[src/hw/rtl/tmbc_pkg.sv]
// Package with shared types and constants of the template match block counter.
`timescale 1ns / 1ps

package tmbc_pkg;

  // Widths fixed by the register map and the item fields.
  localparam int PAT_W      = 21;
  localparam int TLEN_W     = 5;
  localparam int BLEN_W     = 21;
  localparam int LAMBDA_W   = 26;
  localparam int INVV_W     = 32;
  localparam int CFG_W      = 32;
  localparam int CFG_IDX_W  = 3;
  localparam int BLKNUM_W   = 3;
  localparam int MCOUNT_W   = 21;
  localparam int CHI_W      = 40;

  // Window fill counter saturates at this value.
  localparam int FILL_W     = 5;
  localparam logic [FILL_W-1:0] FILL_MAX = 5'd31;

  // Serial multiplier geometry.
  localparam int MUL_A_W    = 64;
  localparam int MUL_B_W    = 32;
  localparam int MUL_ACC_W  = 66;
  localparam int MUL_CNT_W  = 6;
  // A Q32 product at or above 2^56 rounds to a term beyond the 40-bit ceiling.
  localparam int SAT_BIT    = 56;
  localparam logic [SAT_BIT:0] HALF_Q16 = 57'h8000;

  typedef enum logic [CFG_IDX_W-1:0] {
    CFG_TEMPLATE_PATTERN = 3'd0,
    CFG_TEMPLATE_LEN     = 3'd1,
    CFG_BLOCK_LEN        = 3'd2,
    CFG_LAMBDA           = 3'd3,
    CFG_INV_VAR          = 3'd4
  } cfg_idx_e;

  typedef enum logic [2:0] {
    ST_COUNT,
    ST_DIFF,
    ST_SQUARE,
    ST_SCALE,
    ST_ROUND,
    ST_SUM
  } state_e;

  typedef struct packed {
    logic data_bit;
  } in_item_t;

  typedef struct packed {
    logic [BLKNUM_W-1:0] block_number;
    logic [MCOUNT_W-1:0] match_count;
    logic [CHI_W-1:0]    chi_square_q16;
    logic                last_block;
    logic                saturated;
  } out_item_t;

  typedef struct packed {
    logic [PAT_W-1:0]  template_pattern;
    logic [TLEN_W-1:0] template_len;
    logic [BLEN_W-1:0] block_len;
  } match_cfg_t;

  typedef struct packed {
    logic start;
    logic sat_en;
  } mul_ctrl_t;

  typedef struct packed {
    logic done;
    logic sat;
  } mul_stat_t;

endpackage

[src/hw/rtl/tmbc_stream_if.sv]
// Valid/ready stream interface that carries one item per handshake.
`timescale 1ns / 1ps

interface tmbc_stream_if #(
  parameter type item_t = logic
) ();
  logic  valid;
  logic  ready;
  item_t payload;

  modport source (output valid, output payload, input ready);
  modport sink   (input valid, input payload, output ready);
endinterface

[src/hw/rtl/tmbc_matcher.sv]
// Bit window, template compare and per-block match counting.
`timescale 1ns / 1ps

module tmbc_matcher import tmbc_pkg::*; #(
  parameter int MAX_TEMPLATE_BITS = 21,
  parameter int COUNT_BITS        = 21
) (
  input  logic                  clk_i,
  input  logic                  rst_ni,
  input  logic                  accept_i,
  input  logic                  data_bit_i,
  input  match_cfg_t            cfg_i,
  output logic                  block_end_o,
  output logic [COUNT_BITS-1:0] count_o
);

  localparam logic [5:0] TL_MAX = 6'(MAX_TEMPLATE_BITS);
  localparam logic [5:0] TL_MIN = 6'd2;

  logic [MAX_TEMPLATE_BITS-1:0] window_q, window_d;
  logic [FILL_W-1:0]            fill_q, fill_inc;
  logic [COUNT_BITS-1:0]        hit_q, hit_inc;
  logic [BLEN_W-1:0]            pos_q, blen;
  logic [5:0]                   tl;
  logic [MAX_TEMPLATE_BITS-1:0] mask, pat;
  logic                         match;

  always_comb begin
    if (6'(cfg_i.template_len) < TL_MIN) begin
      tl = TL_MIN;
    end else if (6'(cfg_i.template_len) > TL_MAX) begin
      tl = TL_MAX;
    end else begin
      tl = 6'(cfg_i.template_len);
    end
    for (int i = 0; i < MAX_TEMPLATE_BITS; i++) begin
      mask[i] = (6'(i) < tl);
    end
  end

  assign pat      = MAX_TEMPLATE_BITS'(cfg_i.template_pattern);
  assign window_d = {window_q[MAX_TEMPLATE_BITS-2:0], data_bit_i};
  assign fill_inc = (fill_q == FILL_MAX) ? fill_q : fill_q + FILL_W'(1);
  assign match    = ({1'b0, fill_inc} >= tl) && (((window_d ^ pat) & mask) == '0);
  assign hit_inc  = (match && (hit_q != '1)) ? hit_q + COUNT_BITS'(1) : hit_q;
  assign blen     = (cfg_i.block_len == '0) ? BLEN_W'(1) : cfg_i.block_len;

  assign block_end_o = accept_i && (({1'b0, pos_q} + (BLEN_W + 1)'(1)) >= {1'b0, blen});
  assign count_o     = hit_inc;

  always_ff @(posedge clk_i or negedge rst_ni) begin
    if (!rst_ni) begin
      window_q <= '0;
      fill_q   <= '0;
      hit_q    <= '0;
      pos_q    <= '0;
    end else if (accept_i) begin
      window_q <= window_d;
      if (block_end_o) begin
        fill_q <= '0;
        hit_q  <= '0;
        pos_q  <= '0;
      end else begin
        fill_q <= match ? '0 : fill_inc;
        hit_q  <= hit_inc;
        pos_q  <= pos_q + BLEN_W'(1);
      end
    end
  end

endmodule

[src/hw/rtl/tmbc_serial_mul.sv]
// Shift-and-add multiplier that consumes one multiplier bit per cycle, MSB first.
`timescale 1ns / 1ps

module tmbc_serial_mul import tmbc_pkg::*; (
  input  logic                 clk_i,
  input  logic                 rst_ni,
  input  mul_ctrl_t            ctrl_i,
  input  logic [MUL_A_W-1:0]   mcand_i,
  input  logic [MUL_B_W-1:0]   mplier_i,
  output mul_stat_t            stat_o,
  output logic [MUL_ACC_W-1:0] product_o
);

  localparam logic [MUL_ACC_W-1:0] SAT_VAL = MUL_ACC_W'(1) << SAT_BIT;

  logic [MUL_ACC_W-1:0] acc_q, step, acc_next;
  logic [MUL_A_W-1:0]   mcand_q;
  logic [MUL_B_W-1:0]   mplier_q;
  logic [MUL_CNT_W-1:0] cnt_q;
  logic                 sat_en_q, sat_q, done_q, over;

  assign step     = {acc_q[MUL_ACC_W-2:0], 1'b0}
                  + (mplier_q[MUL_B_W-1] ? MUL_ACC_W'(mcand_q) : '0);
  // The partial sum only grows, so once past the ceiling it can be pinned there.
  assign over     = sat_en_q && (step >= SAT_VAL);
  assign acc_next = over ? SAT_VAL : step;

  always_ff @(posedge clk_i or negedge rst_ni) begin
    if (!rst_ni) begin
      cnt_q  <= '0;
      sat_q  <= 1'b0;
      done_q <= 1'b0;
    end else begin
      done_q <= (cnt_q == MUL_CNT_W'(1)) && !ctrl_i.start;
      if (ctrl_i.start) begin
        cnt_q <= MUL_CNT_W'(MUL_B_W);
        sat_q <= 1'b0;
      end else if (cnt_q != '0) begin
        cnt_q <= cnt_q - MUL_CNT_W'(1);
        sat_q <= sat_q | over;
      end
    end
  end

  always_ff @(posedge clk_i) begin
    if (ctrl_i.start) begin
      acc_q    <= '0;
      mcand_q  <= mcand_i;
      mplier_q <= mplier_i;
      sat_en_q <= ctrl_i.sat_en;
    end else if (cnt_q != '0) begin
      acc_q    <= acc_next;
      mplier_q <= {mplier_q[MUL_B_W-2:0], 1'b0};
    end
  end

  assign stat_o.done = done_q;
  assign stat_o.sat  = sat_q;
  assign product_o   = acc_q;

endmodule

[src/hw/rtl/template_match_block_counter.sv]
// Top level of the non-overlapping template match block counter.
`timescale 1ns / 1ps

// The block takes one sequence bit per item and scans each block of block_len bits for the
// configured template, restarting the scan behind every match and never letting a window
// cross a block boundary. Inside a block an item is accepted every cycle. At the last bit
// of a block the input stalls while the chi-square term ((count - lambda)^2 * inv_var,
// Q16, rounded half up) is formed by one shared shift-and-add multiplier that takes one
// multiplier bit per cycle: it squares the difference, then scales it by the inverse
// variance, and the product is rounded. A difference of 2^32 or more skips the multiplier
// and saturates the term unless the inverse variance is zero. The term is added to a
// saturating 40-bit sum, and the result item for the block is placed in an output register;
// the next block's bits are accepted while that item waits to be taken, but the following
// block end waits until the register is free. The item of the final block carries
// last_block, after which the block counter, the sum and the saturation flag start over.
// Configuration writes are registered and are expected only while no block end is in progress.

module template_match_block_counter import tmbc_pkg::*; #(
  parameter int BLOCKS            = 8,
  parameter int MAX_TEMPLATE_BITS = 21,
  parameter int COUNT_BITS        = 21
) (
  input  logic                 clk_i,
  input  logic                 rst_ni,
  input  logic                 cfg_we_i,
  input  logic [CFG_IDX_W-1:0] cfg_index_i,
  input  logic [CFG_W-1:0]     cfg_data_i,
  tmbc_stream_if.sink          in_i,
  tmbc_stream_if.source        out_o
);

  localparam int BLK_W    = $clog2(BLOCKS);
  localparam int SCALED_W = COUNT_BITS + 8;
  localparam int DIFF_W   = (SCALED_W > LAMBDA_W) ? SCALED_W : LAMBDA_W;
  localparam logic [BLK_W-1:0] BLK_LAST = BLK_W'(BLOCKS - 1);

  // Configuration registers.
  logic [PAT_W-1:0]    pattern_q;
  logic [TLEN_W-1:0]   tlen_q;
  logic [BLEN_W-1:0]   blen_q;
  logic [LAMBDA_W-1:0] lambda_q;
  logic [INVV_W-1:0]   inv_var_q;

  always_ff @(posedge clk_i or negedge rst_ni) begin
    if (!rst_ni) begin
      pattern_q <= '0;
      tlen_q    <= TLEN_W'(9);
      blen_q    <= BLEN_W'(1024);
      lambda_q  <= '0;
      inv_var_q <= INVV_W'(65536);
    end else if (cfg_we_i) begin
      unique case (cfg_idx_e'(cfg_index_i))
        CFG_TEMPLATE_PATTERN: pattern_q <= cfg_data_i[PAT_W-1:0];
        CFG_TEMPLATE_LEN:     tlen_q    <= cfg_data_i[TLEN_W-1:0];
        CFG_BLOCK_LEN:        blen_q    <= cfg_data_i[BLEN_W-1:0];
        CFG_LAMBDA:           lambda_q  <= cfg_data_i[LAMBDA_W-1:0];
        CFG_INV_VAR:          inv_var_q <= cfg_data_i[INVV_W-1:0];
        default: ;
      endcase
    end
  end

  // Bit scanning and per-block counting.
  match_cfg_t            match_cfg;
  logic                  in_accept, in_ready, block_end;
  logic [COUNT_BITS-1:0] count_next;

  assign match_cfg.template_pattern = pattern_q;
  assign match_cfg.template_len     = tlen_q;
  assign match_cfg.block_len        = blen_q;
  assign in_accept = in_i.valid && in_ready;
  assign in_i.ready = in_ready;

  tmbc_matcher #(
    .MAX_TEMPLATE_BITS (MAX_TEMPLATE_BITS),
    .COUNT_BITS        (COUNT_BITS)
  ) u_matcher (
    .clk_i       (clk_i),
    .rst_ni      (rst_ni),
    .accept_i    (in_accept),
    .data_bit_i  (in_i.payload.data_bit),
    .cfg_i       (match_cfg),
    .block_end_o (block_end),
    .count_o     (count_next)
  );

  // Shared serial multiplier.
  mul_ctrl_t            mul_ctrl;
  mul_stat_t            mul_stat;
  logic [MUL_A_W-1:0]   mul_mcand;
  logic [MUL_B_W-1:0]   mul_mplier;
  logic [MUL_ACC_W-1:0] mul_product;

  tmbc_serial_mul u_mul (
    .clk_i     (clk_i),
    .rst_ni    (rst_ni),
    .ctrl_i    (mul_ctrl),
    .mcand_i   (mul_mcand),
    .mplier_i  (mul_mplier),
    .stat_o    (mul_stat),
    .product_o (mul_product)
  );

  // Sequencer state and datapath registers.
  state_e                state_q, state_d;
  logic [COUNT_BITS-1:0] count_q, count_d;
  logic [SAT_BIT-1:0]    full_q, full_d;
  logic                  term_sat_q, term_sat_d;
  logic [CHI_W-1:0]      term_q, term_d;
  logic [CHI_W-1:0]      chi_q, chi_d;
  logic                  ovf_q, ovf_d;
  logic [BLK_W-1:0]      blk_q, blk_d;
  logic                  out_valid_q, out_valid_d;
  out_item_t             out_item_q, out_item_d;

  logic [DIFF_W-1:0]  scaled, lam, diff;
  logic [MUL_A_W-1:0] diff_wide;
  logic               diff_big, last, emit_ok, clamp;
  logic [SAT_BIT:0]   rnd;
  logic [CHI_W:0]     sum;
  logic [CHI_W-1:0]   chi_new;

  always_comb begin
    scaled    = DIFF_W'({count_q, 8'd0});
    lam       = DIFF_W'(lambda_q);
    diff      = (scaled >= lam) ? scaled - lam : lam - scaled;
    diff_wide = MUL_A_W'(diff);
    // A difference of 2^32 or more squares past any representable term.
    diff_big  = (diff_wide[MUL_A_W-1:MUL_B_W] != '0);
    rnd       = {1'b0, full_q} + HALF_Q16;
    sum       = {1'b0, chi_q} + {1'b0, term_q};
    clamp     = term_sat_q || sum[CHI_W];
    chi_new   = clamp ? '1 : sum[CHI_W-1:0];
    last      = (blk_q == BLK_LAST);
    emit_ok   = !out_valid_q || out_o.ready;
  end

  always_comb begin
    state_d     = state_q;
    count_d     = count_q;
    full_d      = full_q;
    term_sat_d  = term_sat_q;
    term_d      = term_q;
    chi_d       = chi_q;
    ovf_d       = ovf_q;
    blk_d       = blk_q;
    out_valid_d = out_valid_q && !out_o.ready;
    out_item_d  = out_item_q;
    in_ready    = 1'b0;
    mul_ctrl    = '0;
    mul_mcand   = diff_wide;
    mul_mplier  = diff_wide[MUL_B_W-1:0];

    unique case (state_q)
      ST_COUNT: begin
        in_ready = 1'b1;
        if (block_end) begin
          count_d = count_next;
          state_d = ST_DIFF;
        end
      end
      ST_DIFF: begin
        if (diff_big) begin
          full_d     = '0;
          term_sat_d = (inv_var_q != '0);
          state_d    = ST_ROUND;
        end else begin
          mul_ctrl.start = 1'b1;
          term_sat_d     = 1'b0;
          state_d        = ST_SQUARE;
        end
      end
      ST_SQUARE: begin
        mul_mcand  = mul_product[MUL_A_W-1:0];
        mul_mplier = inv_var_q;
        if (mul_stat.done) begin
          mul_ctrl.start  = 1'b1;
          mul_ctrl.sat_en = 1'b1;
          state_d         = ST_SCALE;
        end
      end
      ST_SCALE: begin
        if (mul_stat.done) begin
          full_d     = mul_product[SAT_BIT-1:0];
          term_sat_d = mul_stat.sat || (mul_product[MUL_ACC_W-1:SAT_BIT] != '0);
          state_d    = ST_ROUND;
        end
      end
      ST_ROUND: begin
        term_d     = rnd[SAT_BIT-1:16];
        term_sat_d = term_sat_q || rnd[SAT_BIT];
        state_d    = ST_SUM;
      end
      ST_SUM: begin
        if (emit_ok) begin
          out_valid_d                = 1'b1;
          out_item_d.block_number    = BLKNUM_W'(blk_q);
          out_item_d.match_count     = MCOUNT_W'(count_q);
          out_item_d.chi_square_q16  = chi_new;
          out_item_d.last_block      = last;
          out_item_d.saturated       = ovf_q || clamp;
          if (last) begin
            chi_d = '0;
            ovf_d = 1'b0;
            blk_d = '0;
          end else begin
            chi_d = chi_new;
            ovf_d = ovf_q || clamp;
            blk_d = blk_q + BLK_W'(1);
          end
          state_d = ST_COUNT;
        end
      end
      default: state_d = ST_COUNT;
    endcase
  end

  always_ff @(posedge clk_i or negedge rst_ni) begin
    if (!rst_ni) begin
      state_q     <= ST_COUNT;
      chi_q       <= '0;
      ovf_q       <= 1'b0;
      blk_q       <= '0;
      out_valid_q <= 1'b0;
    end else begin
      state_q     <= state_d;
      chi_q       <= chi_d;
      ovf_q       <= ovf_d;
      blk_q       <= blk_d;
      out_valid_q <= out_valid_d;
    end
  end

  always_ff @(posedge clk_i) begin
    count_q    <= count_d;
    full_q     <= full_d;
    term_sat_q <= term_sat_d;
    term_q     <= term_d;
    out_item_q <= out_item_d;
  end

  assign out_o.valid   = out_valid_q;
  assign out_o.payload = out_item_q;

endmodule

[src/flat_wrapper.sv]
// flat-port wrapper written by rule: the top's interface ports become plain ports
module template_match_block_counter_flat import tmbc_pkg::*;
#(
  parameter int BLOCKS            = 8,
  parameter int MAX_TEMPLATE_BITS = 21,
  parameter int COUNT_BITS        = 21
)
  (clk_i, rst_ni, cfg_we_i, cfg_index_i, cfg_data_i, in_i_valid, in_i_payload, in_i_ready, out_o_valid, out_o_payload, out_o_ready);
  tmbc_stream_if #(.item_t(in_item_t)) in_i_i ();
  tmbc_stream_if #(.item_t(out_item_t)) out_o_i ();
  input  logic clk_i;
  input  logic rst_ni;
  input  logic cfg_we_i;
  input  logic [CFG_IDX_W-1:0] cfg_index_i;
  input  logic [CFG_W-1:0] cfg_data_i;
  input wire logic [$bits(in_i_i.valid)-1:0] in_i_valid;
  input wire logic [$bits(in_i_i.payload)-1:0] in_i_payload;
  output wire logic [$bits(in_i_i.ready)-1:0] in_i_ready;
  output wire logic [$bits(out_o_i.valid)-1:0] out_o_valid;
  output wire logic [$bits(out_o_i.payload)-1:0] out_o_payload;
  input wire logic [$bits(out_o_i.ready)-1:0] out_o_ready;
  assign in_i_i.valid = in_i_valid;
  assign in_i_i.payload = in_i_payload;
  assign in_i_ready = in_i_i.ready;
  assign out_o_valid = out_o_i.valid;
  assign out_o_payload = out_o_i.payload;
  assign out_o_i.ready = out_o_ready;
  template_match_block_counter #(.BLOCKS(BLOCKS), .MAX_TEMPLATE_BITS(MAX_TEMPLATE_BITS), .COUNT_BITS(COUNT_BITS)) u_core (.clk_i(clk_i), .rst_ni(rst_ni), .cfg_we_i(cfg_we_i), .cfg_index_i(cfg_index_i), .cfg_data_i(cfg_data_i), .in_i(in_i_i), .out_o(out_o_i));
endmodule
[config.mk]
export PLATFORM = sky130hd
export DESIGN_NAME = template_match_block_counter_flat
export DESIGN_NICKNAME = d
export VERILOG_FILES = /design/src/hw/rtl/tmbc_pkg.sv /design/src/hw/rtl/tmbc_stream_if.sv /design/src/hw/rtl/tmbc_matcher.sv /design/src/hw/rtl/tmbc_serial_mul.sv /design/src/hw/rtl/template_match_block_counter.sv /design/src/flat_wrapper.sv
export SDC_FILE = /design/constraint.sdc
export NUM_CORES = 1
export LEC_CHECK = 0
export BUFFER_PORTS_ARGS = -buffer_cell sky130_fd_sc_hd__buf_2
export CAP_MARGIN = 20
export CORE_MARGIN = 3
export CORE_UTILIZATION = 57
export DETAILED_ROUTE_END_ITERATION = 6
export GPL_TIMING_DRIVEN = 0
export MAX_ROUTING_LAYER = met4
export PLACE_DENSITY_LB_ADDON = 0.12
export SYNTH_ARGS = -nofsm -noshare
export SYNTH_HDL_FRONTEND = slang
export SYNTH_SLANG_ARGS = --single-unit
[constraint.sdc]
create_clock -name clk_i -period 3.9 [get_ports clk_i]
set_input_delay 0.78 -clock clk_i [delete_from_list [all_inputs] [get_ports clk_i]]
set_output_delay 0.78 -clock clk_i [all_outputs]
set_load 0.05 [all_outputs]
==> results of run 1 <==
-- cells in the final DEF (no fill, tap or decap), types with 22 or more instances in the layout --
cell type,netlist,final
sky130_fd_sc_hd__buf_2,15,114
sky130_fd_sc_hd__ha_1,173,143
sky130_fd_sc_hd__buf_4,1,49
sky130_fd_sc_hd__o21a_1,45,45
sky130_fd_sc_hd__a21oi_1,176,151
sky130_fd_sc_hd__nand2b_1,34,32
sky130_fd_sc_hd__and3_1,58,56
sky130_fd_sc_hd__inv_1,105,104
sky130_fd_sc_hd__clkbuf_16,0,60
sky130_fd_sc_hd__o31ai_1,31,24
sky130_fd_sc_hd__clkbuf_1,126,104
sky130_fd_sc_hd__nand2_1,400,394
sky130_fd_sc_hd__edfxtp_1,266,266
sky130_fd_sc_hd__dfxtp_1,66,66
sky130_fd_sc_hd__nor3_1,44,39
sky130_fd_sc_hd__nand4_1,56,56
sky130_fd_sc_hd__a22o_1,111,111
sky130_fd_sc_hd__a31oi_1,35,32
sky130_fd_sc_hd__nor2_1,142,132
sky130_fd_sc_hd__nand3_1,75,72
sky130_fd_sc_hd__a21oi_2,0,22
sky130_fd_sc_hd__mux2_2,85,85
sky130_fd_sc_hd__and2_1,77,72
sky130_fd_sc_hd__dfrtp_1,224,223
sky130_fd_sc_hd__xor2_1,86,85
sky130_fd_sc_hd__ha_2,0,26
sky130_fd_sc_hd__o21ai_0,193,180
sky130_fd_sc_hd__a21o_1,75,75
sky130_fd_sc_hd__xnor2_1,134,133
-- registers in the layout, indices dropped and copies added, names as in the netlist, 3 cells and up --
register                   flops
u_core.state_q                 3
u_core.u_mul.mplier_q         32
u_core.blen_q                 21
u_core.u_matcher.fill_q        5
u_core.inv_var_q              32
u_core.u_mul.mcand_q          64
u_core.u_matcher.window_q     20
u_core.chi_q                  40
u_core.out_o.payload          66
u_core.full_q                 41
u_core.count_q                21
u_core.blk_q                   3
u_core.pattern_q              21
u_core.term_q                 40
u_core.tlen_q                  5
u_core.u_matcher.hit_q        21
u_core.u_mul.cnt_q             6
u_core.u_matcher.pos_q        21
u_core.lambda_q               26
u_core.u_mul.product_o        66
-- power breakdown --
| group | switching (mW) | internal (mW) |
|---|---|---|
| logic | 5.57 | 3.84 |
| registers | 0.826 | 7.58 |
| clock network | 2.40 | 3.37 |
| total | 8.79 | 14.8 |
-- synthesized netlist by cell type, drive strengths merged (45+ instances only) --
master and n:
a21o 75, a21oi 177, a22o 111, and2 78
and3 58, clkbuf 126, dfrtp 224, dfxtp 66
edfxtp 266, ha 173, inv 106, mux2 85
nand2 401, nand3 77, nand4 56, nor2 144
nor3 45, o21a 45, o21ai 204, xnor2 134
xor2 86
-- routing by layer --
metal / up-vias / wire length, µm / part of all wire [%] / GRT usage [%]
met3: 226 / 4360 / 4.9 / 3.611
met1: 12190 / 35580 / 40 / 37.31
met2: 764 / 44530 / 50 / 54.47
met5: - / 0 / 0 / -
met4: 0 / 4083 / 4.6 / 13.27
li1: 11730 / - / - / -
-- per-stage QoR --
stage,area (µm²),cells,setup TNS [ns]
floorplan,31470,3105,0
global placement,32890,3909,-682.79
detailed placement,33070,3916,-138.44
CTS,35830,4035,-14.91
global route,36310,4061,-28.94
finish,36310,4062,-20.83
-- final cells by class --
type	count	share of cell area, %
plain buffers	120	1.733
repair buffers	172	3.394
diodes	5	0.03446
well taps	696	2.398
flip-flops and latches	560	41.36
inverters	106	1.096
clock buffers	89	4.627
clock inverters	24	0.8235
multi-input cells	2290	44.53
-- path summary, 6_finish.rpt --
path | start | to | depth (start not counted)
max | u_core.u_mul.mplier_q[31] | u_core.u_mul.product_o[2] | 19
min | cfg_data_i[26] | u_core.inv_var_q[26] | 2
max reg2reg | u_core.u_mul.mplier_q[31] | u_core.u_mul.product_o[2] | 19
min reg2reg | u_core.u_matcher.hit_q[14] | u_core.u_matcher.hit_q[14] | 1
max in group asynchronous | rst_ni | u_core.u_matcher.pos_q[0] | 4
min in group asynchronous | rst_ni | u_core.blk_q[2] | 2
-- kinds of logic (layout without fill, tap and decap cells) --
| kind of cell | Yosys count | in the layout | share of synthesized area (%) |
|---|---|---|---|
| AO/OA/AOI/OAI | 812 | 812 | 17.09 |
| XOR/XNOR | 220 | 220 | 6.126 |
| adder cells (fa/ha/maj) | 176 | 176 | 7.073 |
| buffers and inverters | 257 | 511 | 3.306 |
| flip-flops | 560 | 560 | 47.75 |
| multiplexers | 95 | 95 | 3.361 |
| other | 0 | 5 | 0 |
| AND/OR/NAND/NOR | 985 | 987 | 15.29 |
-- worst max-delay path: cells and delay by family, from the launching register on --
| family | cells | cell delay [ns] |
|---|---|---|
| buffers and inverters | 5 | 0.73 |
| AO/OA/AOI/OAI | 7 | 1.59 |
| adder cells (fa/ha/maj) | 2 | 0.52 |
| AND/OR/NAND/NOR | 4 | 0.70 |
| flip-flops | 1 | 0.52 |
| XOR/XNOR | 1 | 0.21 |
-- timing repair --
item,CTS,global route
setup buffers,26,26
gates resized for setup,158,76
endpoints found under the setup margin,198,206
hold buffers,1,0
endpoints found under the hold margin,4,0
gates cloned,4,1
pin swaps,38,46
==> run summary, run 1 <==
* **Critical Path RT** 4.48 ns
* **Final setup viols** 58
* **Worst Max-Slew Pin Slew** 1.114 ns
* **predominant post-synthesis flop cell** sky130_fd_sc_hd__edfxtp_1
* **share of post-route cells with drive strength above 1** 16.57%
* **per-cell via count in the routed design** 6.132
* **Routed Wire Length** 88550 µm
* **largest area contributor in the synthesized netlist** sky130_fd_sc_hd__edfxtp_1
* **synthesized instance count** 3105
* **stage delay of the slowest cell on the critical path** 0.52 ns
* **number of inserted filler cells in the final layout** 4280
* **number of rows created at floorplan** 85
* **arrival time of data at the critical path endpoint** 4.92 ns
* **overflow left after global routing** 0
* **largest cells by area after synthesis** sky130_fd_sc_hd__edfxtp_1 25%, sky130_fd_sc_hd__dfrtp_1 18%, sky130_fd_sc_hd__ha_1 6.9%, sky130_fd_sc_hd__nand2_1 4.8%, sky130_fd_sc_hd__dfxtp_1 4.2%
* **time the final worst path needs with I/O delays and setup** 4.340 ns
* **layout-stage area growth over the synthesis result** 15.45%
* **number of global-route vias before repair** 25.08k
* **final worst setup slack** -0.4398 ns
* **areal power density over the cells** 649.3 nW/µm²
* **Setup Crit Path Kind** reg -> reg
* **unrepaired setup endpoints after global routing** true
* **sequence of cells on the critical path** clkbuf_8 > and2_4 > ha_4 > fa_2 > a211o_1 > nand4_1 > buf_4 > a211o_1 > nand2_2 > a221oi_4 > o31ai_4 > xor2_2 > a211o_1 > nor4_4 > a31o_4 > buf_12 > buf_12 > buf_12 > a22o_1
* **fmax** 0.2304 GHz
* **level count of the clock H-tree** 2
* **WHS** 0.3812 ns
* **number of flops mapped to enable cells by yosys** 266
* **share of synthesized registers carrying an async set or reset** 40.71%
* **y dimension of the die** 240.9 µm
* **maximum number of buffers from clock root to sink** 3
* **post-synthesis instance area** 31450 µm²
* **total area of multi-input combinational cells** 16170 µm²
* **Antenna Nets Post-Route** 0
* **sequential share of the synthesized area** 47.75%
* **pins over their slew limit** 0
* **number of buffers added by the clock tree synthesis step** 60
* **synth unique cells** 88
* **wire length of the first global-routing pass** 138700 µm
* **weighted congestion at the end of routability-driven global placement** 0.9421
* **number of design-rule violations left by the first detailed-router iteration** 1704
* **root buf cell** sky130_fd_sc_hd__clkbuf_16
* **slowest cell on the critical path** sky130_fd_sc_hd__edfxtp_1
* **pre-CTS WS** -1.238 ns
* **end-of-flow core utilization** 66.95%
* **number of antenna violations at the first check in global routing** 3
* **detailed-router iteration count before antenna repair** 5
* **post-synthesis net count** 3322
* **failing checks** setup timing
* **result of the run** complete, but fails checks
* **number of vias after detailed routing** 24.91k
* **horizontal extent of the die** 240.9 µm
* **number of sinks on the clock net** 560
* **power after layout** 23.58 mW
* **max-cap check violation count** 0
* **fin nets** 3527
* **CTS tree** done
* **worst slew margin relative to its limit** 25.15%
* **endpoints failing hold** 0
* **reported leakage power** 15.30 nW
* **buffers added on ports** 108
* **register area** 15020 µm²
* **setup slack of the worst register-to-register path** -0.44 ns
* **Die Area** 58040 µm²
* **total global-route track usage** 31.44%
* **clock skew after layout** 0.01593 ns
* **type of origin of the critical path** flip-flop
* **average wire length per cell after detail routing** 21.80 µm
* **Core Area** 54240 µm²
* **endpoint kind of the worst setup timing path** flip-flop
* **synthesized flop and latch total** 560
* **Worst-Skew Late Latency** 0.63 ns
* **clock transition at the register clock pins on the worst setup and hold paths after CTS** 0.06 ns
* **IR Drop Worst-Case VDD** 419.9 µV
* **residual DRC count** 0
* **pin count of the biggest net entering global routing** 111
* **I/O pin cnt** 109
* **CP max FO** 7
* **mean area per synthesized cell** 10.13 µm²
* **top-area cell type share of the netlist area** 25.39%
* **Post-DP HPWL** 65350 µm
* **number of warning messages in the yosys log** 0
* **initial core utilization** 57.99%
* **final critical-path share of the clock period** 111.3%
* **path type of the worst min-delay path** in -> reg
Note: power is estimated with default switching activity, not from simulation.
==> inputs of run 2 (changes only) <==
- ABC_AREA: unset -> 1
- HOLD_SLACK_MARGIN: unset -> 0.02
==> run 2 against run 1 <==
The flow now finishes without violations; core utilization decreased by 1.6 points; first-iteration DRC count increased by 50%; area after synthesis is 11% higher; non-clock buffer count fell by 36; largest cell class unchanged.
==> run summary, run 2 <==
* **I/O pin cnt** 109, unchanged
* **post-route cell area** 39010 µm², was 36310 µm²
* **synthesized flop and latch total** 560, unchanged
* **pin count of the biggest net entering global routing** 103, was 111
* **predominant post-synthesis flop cell** sky130_fd_sc_hd__edfxtp_1, unchanged
* **time the final worst path needs with I/O delays and setup** 3.857 ns, was 4.340 ns
* **Gate power share** 43.5%, was 39.9%
* **total global-route track usage** 32.07%, was 31.44%
* **Layout Cells excl Fill** 5528, was 4062
* **per-cell via count in the routed design** 5.443, was 6.132
* **worst slew margin relative to its limit** 39.52%, was 25.15%
* **type of origin of the critical path** flip-flop, unchanged
* **result of the run** complete, no violations, was complete, but fails checks
* **Core Area** 59690 µm², was 54240 µm²
* **detailed-router iteration count before antenna repair** 6, was 5
* **reported leakage power** 19.18 nW, was 15.30 nW
* **stage delay of the slowest cell on the critical path** 0.43 ns, was 0.52 ns
* **synth unique cells** 58, was 88
* **most frequent standard cell in the layout excluding fill and tap cells** sky130_fd_sc_hd__nand2_1, unchanged
* **post-synthesis net count** 4718, was 3322
* **number of design-rule violations left by the first detailed-router iteration** 2550, was 1704
* **synth cell count leaders** 1373 x sky130_fd_sc_hd__nand2_1, 674 x sky130_fd_sc_hd__inv_1, 322 x sky130_fd_sc_hd__nor2_1, 266 x sky130_fd_sc_hd__edfxtp_1, 226 x sky130_fd_sc_hd__o21ai_0, was 400 x sky130_fd_sc_hd__nand2_1, 266 x sky130_fd_sc_hd__edfxtp_1, 224 x sky130_fd_sc_hd__dfrtp_1, 193 x sky130_fd_sc_hd__o21ai_0, 176 x sky130_fd_sc_hd__a21oi_1
* **net load switching power** 11.02 mW, was 8.787 mW
* **areal power density over the cells** 667.0 nW/µm², was 649.3 nW/µm²
* **Worst-Skew Late Latency** 0.65 ns, was 0.63 ns
* **initial core utilization** 58.27%, was 57.99%
* **layout-stage area growth over the synthesis result** 12.17%, was 15.45%
* **IR Drop Worst-Case VDD** 520.3 µV, was 419.9 µV
* **weighted congestion at the end of routability-driven global placement** 0.9747, was 0.9421
* **clock skew after layout** 0.03028 ns, was 0.01593 ns
* **number of sinks on the clock net** 560, unchanged
* **largest area contributor in the synthesized netlist** sky130_fd_sc_hd__edfxtp_1, unchanged
* **clock transition at the register clock pins on the worst setup and hold paths after CTS** 0.06 ns, about the same
* **WHS** 0.06319 ns, was 0.3812 ns
* **fin nets** 4921, was 3527
* **mean area per synthesized cell** 7.727 µm², was 10.13 µm²
* **max-cap check violation count** 0, unchanged
* **Antenna Nets Post-Route** 0, unchanged
* **y dimension of the die** 253.0 µm, was 240.9 µm
* **synthesized instance count** 4501, was 3105
* **root buf cell** sky130_fd_sc_hd__clkbuf_16, unchanged
* **Final setup viols** 0, was 58
* **kind of cell adding the most delay to the critical path** simple AND/OR/NAND/NOR gates, was compound AO/OA/AOI/OAI gates
* **Post-DP HPWL** 77710 µm, was 65350 µm
* **post-synthesis instance area** 34780 µm², was 31450 µm²
* **horizontal extent of the die** 253.0 µm, was 240.9 µm
* **CP max FO** 6, was 7
* **Die Area** 64020 µm², was 58040 µm²
* **clock network power share** 22.5%, was 24.5%
* **number of rows created at floorplan** 89, was 85
* **placed instance count** 5391, was 3916
* **share of synthesized registers carrying an async set or reset** 40.71%, unchanged
* **Worst path depth** 22, was 19
* **Worst Max-Slew Pin Slew** 0.9071 ns, was 1.114 ns
* **endpoint kind of the worst setup timing path** flip-flop, unchanged
* **unrepaired setup endpoints after global routing** true, unchanged
* **top-area cell type share of the netlist area** 22.97%, was 25.39%
* **Routed Wire Length** 99960 µm, was 88550 µm
* **fmax** 0.2592 GHz, was 0.2304 GHz
* **overflow left after global routing** 0, unchanged
* **number of global-route vias before repair** 28.35k, was 25.08k
* **number of cells traversed by the worst register-to-register path** 22, was 19
* **arrival time of data at the critical path endpoint** 4.20 ns, was 4.92 ns
* **most frequent cells in the layout** 1368 x sky130_fd_sc_hd__nand2_1, 672 x sky130_fd_sc_hd__inv_1, 318 x sky130_fd_sc_hd__nor2_1, was 394 x sky130_fd_sc_hd__nand2_1, 266 x sky130_fd_sc_hd__edfxtp_1, 223 x sky130_fd_sc_hd__dfrtp_1
* **maximum number of buffers from clock root to sink** 3, unchanged
* **wire length of the first global-routing pass** 156500 µm, was 138700 µm
* **endpoints failing hold** 0, unchanged
* **register area** 15020 µm², about the same
* **largest cells by area after synthesis** sky130_fd_sc_hd__edfxtp_1 23%, sky130_fd_sc_hd__dfrtp_1 16%, sky130_fd_sc_hd__nand2_1 15%, sky130_fd_sc_hd__inv_1 7.3%, sky130_fd_sc_hd__ha_1 6.2%, was sky130_fd_sc_hd__edfxtp_1 25%, sky130_fd_sc_hd__dfrtp_1 18%, sky130_fd_sc_hd__ha_1 6.9%, sky130_fd_sc_hd__nand2_1 4.8%, sky130_fd_sc_hd__dfxtp_1 4.2%
* **Flop pwr share** 34.0%, was 35.6%
* **internal power** 15.00 mW, was 14.79 mW
* **share of post-route cells with drive strength above 1** 9.613%, was 16.57%
* **number of buffers added by the clock tree synthesis step** 60, unchanged
* **instance area at placement** 36530 µm², was 33070 µm²
* **number of vias after detailed routing** 30.09k, was 24.91k
* **number of flops mapped to enable cells by yosys** 266, unchanged
* **hold-fix buffer count after cts** 0, was 1
* **most instantiated library cell after synthesis** sky130_fd_sc_hd__nand2_1, unchanged
* **level count of the clock H-tree** 2, unchanged
* **final critical-path share of the clock period** 98.91%, was 111.3%
* **total area of multi-input combinational cells** 16800 µm², was 16170 µm²
* **Setup Crit Path Kind** reg -> reg, unchanged
* **sequence of cells on the critical path** ha_4 > nand3_4 > nor3_4 > nand2_2 > inv_2 > nand4_1 > or2_1 > nor2_1 > nand2_1 > nor2_2 > buf_4 > xor2_1 > inv_1 > ha_1 > nand2_2 > nor3_2 > nand3_1 > nand4_1 > buf_6 > nand2_8 > clkinvlp_4 > buf_6, was clkbuf_8 > and2_4 > ha_4 > fa_2 > a211o_1 > nand4_1 > buf_4 > a211o_1 > nand2_2 > a221oi_4 > o31ai_4 > xor2_2 > a211o_1 > nor4_4 > a31o_4 > buf_12 > buf_12 > buf_12 > a22o_1
* **buffering stage count on the worst path with inverters included** 6, was 5
* **number of inserted filler cells in the final layout** 5266, was 4280
* **number of warning messages in the yosys log** 0, unchanged
* **slowest cell on the critical path** sky130_fd_sc_hd__dfrtp_1, was sky130_fd_sc_hd__edfxtp_1
* **CTS tree** done, unchanged
* **residual DRC count** 0, unchanged
* **path type of the worst min-delay path** in -> async, was in -> reg
* **average wire length per cell after detail routing** 18.08 µm, was 21.80 µm
* **Critical Path RT** 4.24 ns, was 4.48 ns
* **pins over their slew limit** 0, unchanged
* **buffers added on ports** 108, unchanged
* **Sw Share** 42.36%, was 37.27%
* **sequential share of the synthesized area** 43.18%, was 47.75%
* **number of antenna violations at the first check in global routing** 2, was 3
==> run 2: cell types whose count changed after synthesis, moves of 63 or more <==
cell                      change
sky130_fd_sc_hd__a22o_1      -81
sky130_fd_sc_hd__xor2_1      +63
sky130_fd_sc_hd__mux2_2      -79
sky130_fd_sc_hd__and2_1      -71
sky130_fd_sc_hd__inv_1      +569
sky130_fd_sc_hd__xnor2_1     -84
sky130_fd_sc_hd__nand3_1    +102
sky130_fd_sc_hd__nand2_1    +973
sky130_fd_sc_hd__a21o_1      -66
sky130_fd_sc_hd__nor2_1     +180
==> run 2: what timing repair did <==
action | 4_1_cts | 5_1_grt
setup endpoints to repair | 134 | 129
pin swaps | 4 | 16
resized for setup | 14 | 62
cloned | 1 | 0
buffers inserted | 13 | 13
==> run 2: cell families after synthesis <==
group | after synthesis | share of synthesized area [%]
mux | 6 | 0.1942
simple gates | 2168 | 26.69
fa+ha+maj | 176 | 6.396
flops | 560 | 43.18
buf+inv | 806 | 9.109
compound gates | 586 | 9.422
xor+xnor | 199 | 5.011
==> run 2: layer usage <==
layer | GRT usage (%) | vias to the layer above | wire [µm]
met5 | - | - | 0
met4 | 7.728 | 0 | 2327
met3 | 4.827 | 152 | 7077
met2 | 48.17 | 970 | 43400
met1 | 45.98 | 14060 | 47160
li1 | - | 14910 | -
==> run 2: power groups by stage <==
stage / Clock [mW] / Sequential, mW / Combinational (mW)
after floorplan: 0 / 8.78 / 7.69
after global placement: 0 / 8.92 / 10.7
after detailed placement: 0 / 8.89 / 10.9
after CTS: 5.96 / 8.80 / 11.1
after global routing: 6.16 / 8.97 / 12.6
final: 5.85 / 8.84 / 11.3
==> run 2: through the flow <==
step / worst slack [ns] / total power, mW / util (%) / TNS (ns)
5_1_grt: -0.1690 / 27.76 / 65.37 / -8.788
3_3_place_gp: -2.293 / 19.62 / 60.81 / -717.09
3_5_place_dp: -0.6155 / 19.80 / 61.20 / -44.70
6_report: 0.04262 / 26.02 / 65.37 / 0
2_1_floorplan: 0.2329 / 16.47 / - / 0
4_1_cts: 0.004088 / 25.82 / 64.85 / 0
==> run 2: layout make-up <==
cell class | count | area share, %
multi-input cells | 3135 | 43.06
flip-flops and latches | 560 | 38.50
inverters | 690 | 6.648
clock buffers | 81 | 4.281
repair buffers | 141 | 2.485
well taps | 773 | 2.479
plain buffers | 115 | 1.597
clock inverters | 31 | 0.9236
repair inverters | 1 | 0.01924
diodes | 1 | 0.006414
==> run 2: path summary, 6_finish.rpt <==
kind	start	end	slack, ns
max reg2reg	u_core.u_matcher.pos_q[1]	u_core.count_q[16]	0.04
max in group asynchronous	rst_ni	u_core.u_mul.cnt_q[0]	2.91
min reg2reg	u_core.u_mul.product_o[6]	u_core.u_mul.product_o[6]	0.47
min	rst_ni	u_core.u_matcher.hit_q[3]	0.06
min in group clk_i	cfg_data_i[28]	u_core.inv_var_q[28]	0.36
max	u_core.u_matcher.pos_q[1]	u_core.count_q[16]	0.04
